$ cat config.mk
export PLATFORM = sky130hd
export DESIGN_NAME = sorted_timeout_queue
export DESIGN_NICKNAME = d
export VERILOG_FILES = /design/src/stq_pkg.sv /design/src/sorted_timeout_queue.sv
export SDC_FILE = /design/constraint.sdc
export NUM_CORES = 2
export LEC_CHECK = 0
export ABC_AREA = 1
export BUFFER_PORTS_ARGS = -buffer_cell sky130_fd_sc_hd__buf_2
export CAP_MARGIN = 5
export CORE_ASPECT_RATIO = 1.4
export CORE_UTILIZATION = 25
export DETAILED_ROUTE_END_ITERATION = 8
export SYNTH_ARGS = -nofsm -noshare
export SYNTH_HDL_FRONTEND = slang
export SYNTH_SLANG_ARGS = --single-unit
$ cat constraint.sdc
create_clock -name clk -period 7 [get_ports clk]
set_clock_uncertainty 0.05 [all_clocks]
set_input_delay 0.35 -clock clk [delete_from_list [all_inputs] [get_ports clk]]
set_output_delay 0.35 -clock clk [all_outputs]
set_load 0.02 [all_outputs]
$ cat src/stq_pkg.sv
`default_nettype none

package stq_pkg;

    // field widths
    localparam int TIME_W = 40;
    localparam int DUR_W  = 32;
    localparam int TAG_W  = 32;
    localparam int KIND_W = 2;

    // most expiries reported for one tick
    localparam int MAX_RESULTS = 16;
    localparam int POP_W       = $clog2(MAX_RESULTS + 1);

    localparam logic [TIME_W-1:0] TIME_MAX = {TIME_W{1'b1}};

    // operation codes
    localparam logic OP_ADD  = 1'b0;
    localparam logic OP_TICK = 1'b1;

    // result kinds
    localparam logic [KIND_W-1:0] KIND_ACCEPT  = 2'd0;
    localparam logic [KIND_W-1:0] KIND_FULL    = 2'd1;
    localparam logic [KIND_W-1:0] KIND_EXPIRED = 2'd2;

    typedef struct packed {
        logic [TIME_W-1:0] deadline;
        logic [TAG_W-1:0]  tag;
    } slot_t;

endpackage

`default_nettype wire

$ cat src/sorted_timeout_queue.sv
`default_nettype none
// sorted timeout queue: one word in, then its result words, one input word at a time
// add: a full queue rejects the word at once; otherwise entries with later deadlines move up
//   one slot each until the scan reaches the head or stops on an earlier entry; tick: the
//   head entries are examined in turn, each due one giving a result word, until the
//   queue empties, 16 pops are reached or an entry is not yet due
// output stalls hold the sequencer; reset clears time, fill count, ring head and both handshakes

module sorted_timeout_queue #(
    parameter int QUEUE_DEPTH = 16
) (
    input  wire                          clk,
    input  wire                          rst_n,

    // input channel
    input  wire                          in_valid,
    output logic                         in_stall,
    input  wire                          operation,
    input  wire  [stq_pkg::DUR_W-1:0]    duration,
    input  wire  [stq_pkg::TAG_W-1:0]    tag,

    // result channel
    output logic                         out_valid,
    input  wire                          out_stall,
    output logic [stq_pkg::KIND_W-1:0]   kind,
    output logic [stq_pkg::TAG_W-1:0]    expired_tag,
    output logic                         last
);

    localparam int IDX_W = (QUEUE_DEPTH > 1) ? $clog2(QUEUE_DEPTH) : 1;
    localparam int CNT_W = $clog2(QUEUE_DEPTH + 1);
    localparam int TW    = stq_pkg::TIME_W;

    // sequencer states
    localparam logic [2:0] S_IDLE     = 3'd0;
    localparam logic [2:0] S_ADD_RD   = 3'd1;
    localparam logic [2:0] S_ADD_CMP  = 3'd2;
    localparam logic [2:0] S_TICK_RD  = 3'd3;
    localparam logic [2:0] S_TICK_CMP = 3'd4;
    localparam logic [2:0] S_EMIT     = 3'd5;

    // logical position -> physical slot in the ring, head + off wraps at most once
    function automatic logic [IDX_W-1:0] phys(input logic [IDX_W-1:0] head,
                                              input logic [IDX_W-1:0] off);
        logic [IDX_W:0] s;
        s = {1'b0, head} + {1'b0, off};
        if (s >= (IDX_W+1)'(QUEUE_DEPTH))
            s = s - (IDX_W+1)'(QUEUE_DEPTH);
        return s[IDX_W-1:0];
    endfunction

    // slot memory, ring ordered by deadline starting at head
    stq_pkg::slot_t slot_mem [QUEUE_DEPTH];
    stq_pkg::slot_t rd_data_reg;
    logic [IDX_W-1:0] rd_addr;
    logic [IDX_W-1:0] wr_addr;
    stq_pkg::slot_t   wr_data;
    logic             wr_en;

    // control state
    logic [2:0]       state_reg, state_next;
    logic [2:0]       ret_reg, ret_next;
    logic [IDX_W-1:0] head_reg, head_next;
    logic [CNT_W-1:0] count_reg, count_next;
    logic [TW-1:0]    now_reg, now_next;
    logic [stq_pkg::POP_W-1:0] pop_reg, pop_next;
    logic             pend_reg, pend_next;
    logic             out_valid_reg, out_valid_next;

    // working payload
    logic [IDX_W-1:0]            idx_reg, idx_next;
    logic [TW-1:0]               dl_reg, dl_next;
    logic [stq_pkg::TAG_W-1:0]   new_tag_reg, new_tag_next;
    logic [stq_pkg::TAG_W-1:0]   pend_tag_reg, pend_tag_next;
    logic [stq_pkg::KIND_W-1:0]  res_kind_reg, res_kind_next;
    logic [stq_pkg::TAG_W-1:0]   res_tag_reg, res_tag_next;
    logic                        res_last_reg, res_last_next;
    logic [stq_pkg::KIND_W-1:0]  kind_reg, kind_next;
    logic [stq_pkg::TAG_W-1:0]   expired_tag_reg, expired_tag_next;
    logic                        last_reg, last_next;

    logic           in_take;
    logic           out_free;
    logic [TW:0]    dl_sum;
    logic [TW-1:0]  dl_sat;
    logic [IDX_W-1:0] idx_dec;

    assign in_stall    = (state_reg != S_IDLE);
    assign in_take     = in_valid && !in_stall;
    assign out_free    = !out_valid_reg || !out_stall;
    assign out_valid   = out_valid_reg;
    assign kind        = kind_reg;
    assign expired_tag = expired_tag_reg;
    assign last        = last_reg;

    // deadline = now + duration, saturating at the top of the time range
    assign dl_sum  = {1'b0, now_reg} + {(TW + 1 - stq_pkg::DUR_W)'(0), duration};
    assign dl_sat  = dl_sum[TW] ? stq_pkg::TIME_MAX : dl_sum[TW-1:0];
    assign idx_dec = idx_reg - IDX_W'(1);

    always_comb
    begin
        state_next       = state_reg;
        ret_next         = ret_reg;
        head_next        = head_reg;
        count_next       = count_reg;
        now_next         = now_reg;
        pop_next         = pop_reg;
        pend_next        = pend_reg;
        idx_next         = idx_reg;
        dl_next          = dl_reg;
        new_tag_next     = new_tag_reg;
        pend_tag_next    = pend_tag_reg;
        res_kind_next    = res_kind_reg;
        res_tag_next     = res_tag_reg;
        res_last_next    = res_last_reg;
        kind_next        = kind_reg;
        expired_tag_next = expired_tag_reg;
        last_next        = last_reg;
        out_valid_next   = out_valid_reg && out_stall;
        rd_addr          = head_reg;
        wr_addr          = phys(head_reg, idx_reg);
        wr_data          = rd_data_reg;
        wr_en            = 1'b0;

        unique case (state_reg)
            S_IDLE:
            begin
                if (in_take) begin
                    if (operation == stq_pkg::OP_ADD) begin
                        if (count_reg == CNT_W'(QUEUE_DEPTH)) begin
                            res_kind_next = stq_pkg::KIND_FULL;
                            res_tag_next  = '0;
                            res_last_next = 1'b1;
                            ret_next      = S_IDLE;
                            state_next    = S_EMIT;
                        end else begin
                            dl_next      = dl_sat;
                            new_tag_next = tag;
                            idx_next     = count_reg[IDX_W-1:0];
                            state_next   = S_ADD_RD;
                        end
                    end else begin
                        if (now_reg != stq_pkg::TIME_MAX)
                            now_next = now_reg + TW'(1);
                        pop_next   = '0;
                        pend_next  = 1'b0;
                        state_next = S_TICK_RD;
                    end
                end
            end

            // walk from the tail toward the head, moving later deadlines up one slot
            S_ADD_RD:
            begin
                rd_addr = phys(head_reg, idx_dec);
                if (idx_reg == '0) begin
                    wr_en         = 1'b1;
                    wr_data       = '{deadline: dl_reg, tag: new_tag_reg};
                    count_next    = count_reg + CNT_W'(1);
                    res_kind_next = stq_pkg::KIND_ACCEPT;
                    res_tag_next  = '0;
                    res_last_next = 1'b1;
                    ret_next      = S_IDLE;
                    state_next    = S_EMIT;
                end else begin
                    state_next = S_ADD_CMP;
                end
            end

            S_ADD_CMP:
            begin
                wr_en = 1'b1;
                if (rd_data_reg.deadline > dl_reg) begin
                    wr_data    = rd_data_reg;
                    idx_next   = idx_dec;
                    state_next = S_ADD_RD;
                end else begin
                    // equal deadlines stay ahead of the new entry
                    wr_data       = '{deadline: dl_reg, tag: new_tag_reg};
                    count_next    = count_reg + CNT_W'(1);
                    res_kind_next = stq_pkg::KIND_ACCEPT;
                    res_tag_next  = '0;
                    res_last_next = 1'b1;
                    ret_next      = S_IDLE;
                    state_next    = S_EMIT;
                end
            end

            // head entry is read, next cycle decides whether it is due
            S_TICK_RD:
            begin
                rd_addr = head_reg;
                if (count_reg != '0 && pop_reg < stq_pkg::POP_W'(stq_pkg::MAX_RESULTS)) begin
                    state_next = S_TICK_CMP;
                end else if (pend_reg) begin
                    res_kind_next = stq_pkg::KIND_EXPIRED;
                    res_tag_next  = pend_tag_reg;
                    res_last_next = 1'b1;
                    ret_next      = S_IDLE;
                    state_next    = S_EMIT;
                end else begin
                    state_next = S_IDLE;
                end
            end

            // one expiry is held back so the final one can carry last
            S_TICK_CMP:
            begin
                if (rd_data_reg.deadline <= now_reg) begin
                    head_next     = phys(head_reg, IDX_W'(1));
                    count_next    = count_reg - CNT_W'(1);
                    pop_next      = pop_reg + stq_pkg::POP_W'(1);
                    pend_tag_next = rd_data_reg.tag;
                    pend_next     = 1'b1;
                    if (pend_reg) begin
                        res_kind_next = stq_pkg::KIND_EXPIRED;
                        res_tag_next  = pend_tag_reg;
                        res_last_next = 1'b0;
                        ret_next      = S_TICK_RD;
                        state_next    = S_EMIT;
                    end else begin
                        state_next = S_TICK_RD;
                    end
                end else if (pend_reg) begin
                    res_kind_next = stq_pkg::KIND_EXPIRED;
                    res_tag_next  = pend_tag_reg;
                    res_last_next = 1'b1;
                    ret_next      = S_IDLE;
                    state_next    = S_EMIT;
                end else begin
                    state_next = S_IDLE;
                end
            end

            // hand the result word to the output register once it has room
            S_EMIT:
            begin
                if (out_free) begin
                    out_valid_next   = 1'b1;
                    kind_next        = res_kind_reg;
                    expired_tag_next = res_tag_reg;
                    last_next        = res_last_reg;
                    state_next       = ret_reg;
                end
            end

            default:
            begin
                state_next = S_IDLE;
            end
        endcase
    end

    always_ff @(posedge clk or negedge rst_n)
    begin
        if (!rst_n) begin
            state_reg     <= S_IDLE;
            ret_reg       <= S_IDLE;
            head_reg      <= '0;
            count_reg     <= '0;
            now_reg       <= '0;
            pop_reg       <= '0;
            pend_reg      <= 1'b0;
            out_valid_reg <= 1'b0;
        end else begin
            state_reg     <= state_next;
            ret_reg       <= ret_next;
            head_reg      <= head_next;
            count_reg     <= count_next;
            now_reg       <= now_next;
            pop_reg       <= pop_next;
            pend_reg      <= pend_next;
            out_valid_reg <= out_valid_next;
        end
    end

    always_ff @(posedge clk)
    begin
        idx_reg         <= idx_next;
        dl_reg          <= dl_next;
        new_tag_reg     <= new_tag_next;
        pend_tag_reg    <= pend_tag_next;
        res_kind_reg    <= res_kind_next;
        res_tag_reg     <= res_tag_next;
        res_last_reg    <= res_last_next;
        kind_reg        <= kind_next;
        expired_tag_reg <= expired_tag_next;
        last_reg        <= last_next;
    end

    // slot memory: one write and one registered read per cycle
    always_ff @(posedge clk)
    begin
        if (wr_en)
            slot_mem[wr_addr] <= wr_data;
        rd_data_reg <= slot_mem[rd_addr];
    end

endmodule

`default_nettype wire

==> flow_summary.yaml <==
logic_synthesis:
  ys_warn_count: 0
  syn_area_per_cell_sq_um: 11.6
  async_reset_ff_frac: 0.0423
  syn-instance-count: 5334
  synth-main-ff-cell: "edfxtp_1"
  synth_nets: 5532
  synth_edf_count: 1330
  ys_ff_latch: 1464
  synth_area_sq_um: 62100
  synth.distinct_cells: 57
  yosysSeqAreaShare: 0.691
sta:
  setup_viol: 0
  hold_slack_ps: 97.9
  fin_crit_ps: 4420
  setup_tns_ps: 0
  min_period_over_period: 0.631
  max_freq_mhz: 226
  hold_viol_final: 0
  relSlewSlack: 0.229
  finalMaxSlewViolations: 0
  tightest_slew_ps: 1150
  rsz0062_at_grt: "no"
cts:
  cts_tree: "built"
  cts_root_buffer: "clkbuf_16"
  cts_max_level: 4
  worst_skew_pair.late_latency_ps: 810
  clockBufferDepth: 4
  cts_buffers: 140
  cts_sinks: 1464
  clk_pin_slew_ps: 70
cells_and_area:
  area_growth_syn_to_layout_pct: 14.3
  largest_register_ffs: 1152
  layout_common_cells: "1330 x edfxtp_1, 811 x nand2_1, 751 x nor2_1"
  fillCellCount: 25100
  nNetsFinal: 5615
  regArea_sq_um: 42900
  final_common_cell: "edfxtp_1"
  drive_gt1_frac: 0.0774
  final-instance-count-excl-fill: 8792
  finalCoreUtilization: 0.287
  multiInputGateArea_sq_um: 16800
power:
  combPwrFrac: 0.411
  power_switching_uw: 14700
  clkPwrFrac: 0.208
  seqPwrFrac: 0.381
  leakage_uw: 0.0248
  internal_power_uw: 20400
  powerDensity_nw_per_um2: 494
  swShare: 0.419
  ir_drop_mv: 0.474
setup_path:
  r2r_cells: 13
  r2r_start: "dl_reg[34]$_SDFFCE_PP1P_"
  start_kind: "register"
  critPathArrivalTime_ps: 4820
  regToRegEndpoint: "slot_mem[9][65]$_DFFE_PP_"
  worstSetupEndpointType: "register"
  worst-setup-path-type: "register to register"
  critPathLaunch: "dl_reg[34]$_SDFFCE_PP1P_"
  r2r_slack_ps: 2580
  cp.required_ps: 7400
  crit_fanout: 31
placement:
  dp_hpwl_mm: 104
  dp_cells: 8508
  place_congestion: 1.02
  io_buffers: 105
global_route:
  antenna_found_initial: 5
  overflow: 0
  grt_pass1_vias: 41400
  grtUsageTotal: 0.141
  grt_pass1_wl_mm: 268
  grt_max_degree: 229
flow_run:
  maxCapViolations: 0
worst_hold_path:
  min_path_type: "input pin to register"
  whs_path_depth: 4
  min_from: "duration[9]"
  worstHoldEndpoint: "dl_reg[9]$_SDFFCE_PP1P_"
detailed_routing:
  detail-route-antenna-nets: 0
  drt-wirelength-per-cell_um: 20.7
  dr_wl_met3_mm: 10.6
  num_vias: 42500
  drt-pass1-iter-count: 6
  wl_met1_mm: 74.9
  drtIter0Drc: 4452
  wirelength_mm: 182
  drc: 0
  top_layer_used: "met5"
  viasPerCell: 4.84
  wl_met2_mm: 88.1
run_status:
  status: "complete, no violations"
floorplanning:
  die_h_um: 592
  row_count: 216
  ioPinCount: 106
  dieArea_sq_um: 250000
  coreArea_sq_um: 247000
  initial_core_util: 0.251
  die_x_um: 423
-- power by group through the flow --
stage          sequential, uW  clock [uW]  combinational [uW]
2_1_floorplan           13200           0               10000
3_3_place_gp            13500           0               14100
3_5_place_dp            13500           0               14300
4_1_cts                 13300        7400               14400
5_1_grt                 13400        7690               16000
6_report                13400        7280               14400
-- Yosys cell counts (22+ instances only) --
| master | number | area share |
|---|---|---|
| nand2_1 | 814 | 0.049 |
| clkbuf_1 | 104 | 0.0063 |
| ha_1 | 125 | 0.025 |
| o211ai_1 | 66 | 0.0080 |
| nor2_1 | 768 | 0.046 |
| dfxtp_1 | 72 | 0.023 |
| nand4_1 | 29 | 0.0029 |
| nand3_1 | 172 | 0.014 |
| edfxtp_1 | 1330 | 0.64 |
| o22ai_1 | 188 | 0.019 |
| o21ai_1 | 187 | 0.015 |
| o21ai_0 | 554 | 0.045 |
| dfrtp_1 | 62 | 0.025 |
| a21oi_1 | 75 | 0.0060 |
| inv_1 | 324 | 0.020 |
| buf_2 | 125 | 0.010 |
| o221ai_1 | 80 | 0.011 |
| nor3_1 | 39 | 0.0031 |
| xor2_1 | 56 | 0.0079 |
| buf_4 | 22 | 0.0027 |
-- area by class of cell --
class / count / share of cell area
Antenna cell: 2 / 0.0000705
Clock buffer: 184 / 0.0539
Clock inverter: 61 / 0.00628
Inverter: 333 / 0.0180
Multi-Input combinational cell: 3260 / 0.236
Sequential cell: 1464 / 0.605
Tap cell: 3270 / 0.0577
Timing Repair Buffer: 218 / 0.0228
-- logic make-up after synthesis --
kind of cell               Yosys count  share of synthesized area
AOI/OAI and AO/OA                 1202                      0.110
DFF                               1464                      0.691
xor gates and xnor gates            67                    0.00987
and+or+nand+nor                   1862                      0.120
buffers and inverters              610                     0.0418
adders and majority gates          129                     0.0265
-- metal layers --
| metal | track usage | vias to the layer above |
|---|---|---|
| met4 | 0.0649 | 4 |
| met5 | 0 | - |
| met1 | 0.178 | 21300 |
| met3 | 0.0160 | 379 |
| li1 | - | 19200 |
| met2 | 0.239 | 1622 |
-- critical path, stage by stage, from the launching register on --
cell and delay [ps]:
edfxtp_1 500, inv_1 80, ha_1 270, nand2_1 40, inv_1 70, nand3_1 70
nor2_1 360, nand4_1 590, nand2_1 380, nand2_4 110, nand2_4 370, buf_4 550
nand2_1 150, nand2_1 420
-- per-stage QoR --
| stage | instance area (sq um) | setup WS [ps] | power [uW] |
|---|---|---|---|
| final | 70900 | 2580 | 35100 |
| after global routing | 70900 | 2500 | 37100 |
| after CTS | 70900 | 2670 | 35100 |
| after detailed placement | 66300 | 2740 | 27800 |
| after global placement | 66300 | 2770 | 27600 |
| after floorplan | 62100 | 2030 | 23200 |
-- how the worst max path moves through the flow --
| stage | end | depth (start not counted) | slack, ps |
|---|---|---|---|
| floorplan | slot_mem[0][0]$_DFFE_PP_ | 5 | 2030 |
| global placement | slot_mem[4][8]$_DFFE_PP_ | 13 | 2770 |
| global route | slot_mem[9][65]$_DFFE_PP_ | 12 | 2500 |
| CTS | slot_mem[12][65]$_DFFE_PP_ | 13 | 2670 |
| finish | slot_mem[9][65]$_DFFE_PP_ | 13 | 2580 |
| detailed placement | slot_mem[12][65]$_DFFE_PP_ | 13 | 2740 |
-- repair_timing --
action                                  4_1_cts  5_1_grt
endpoints found under the setup margin        0        0
resized for setup                             0        0
hold buffers                                 37        0
endpoints found under the hold margin       105        0
setup buffers                                 0        0
(Power assumes the default switching activity.)
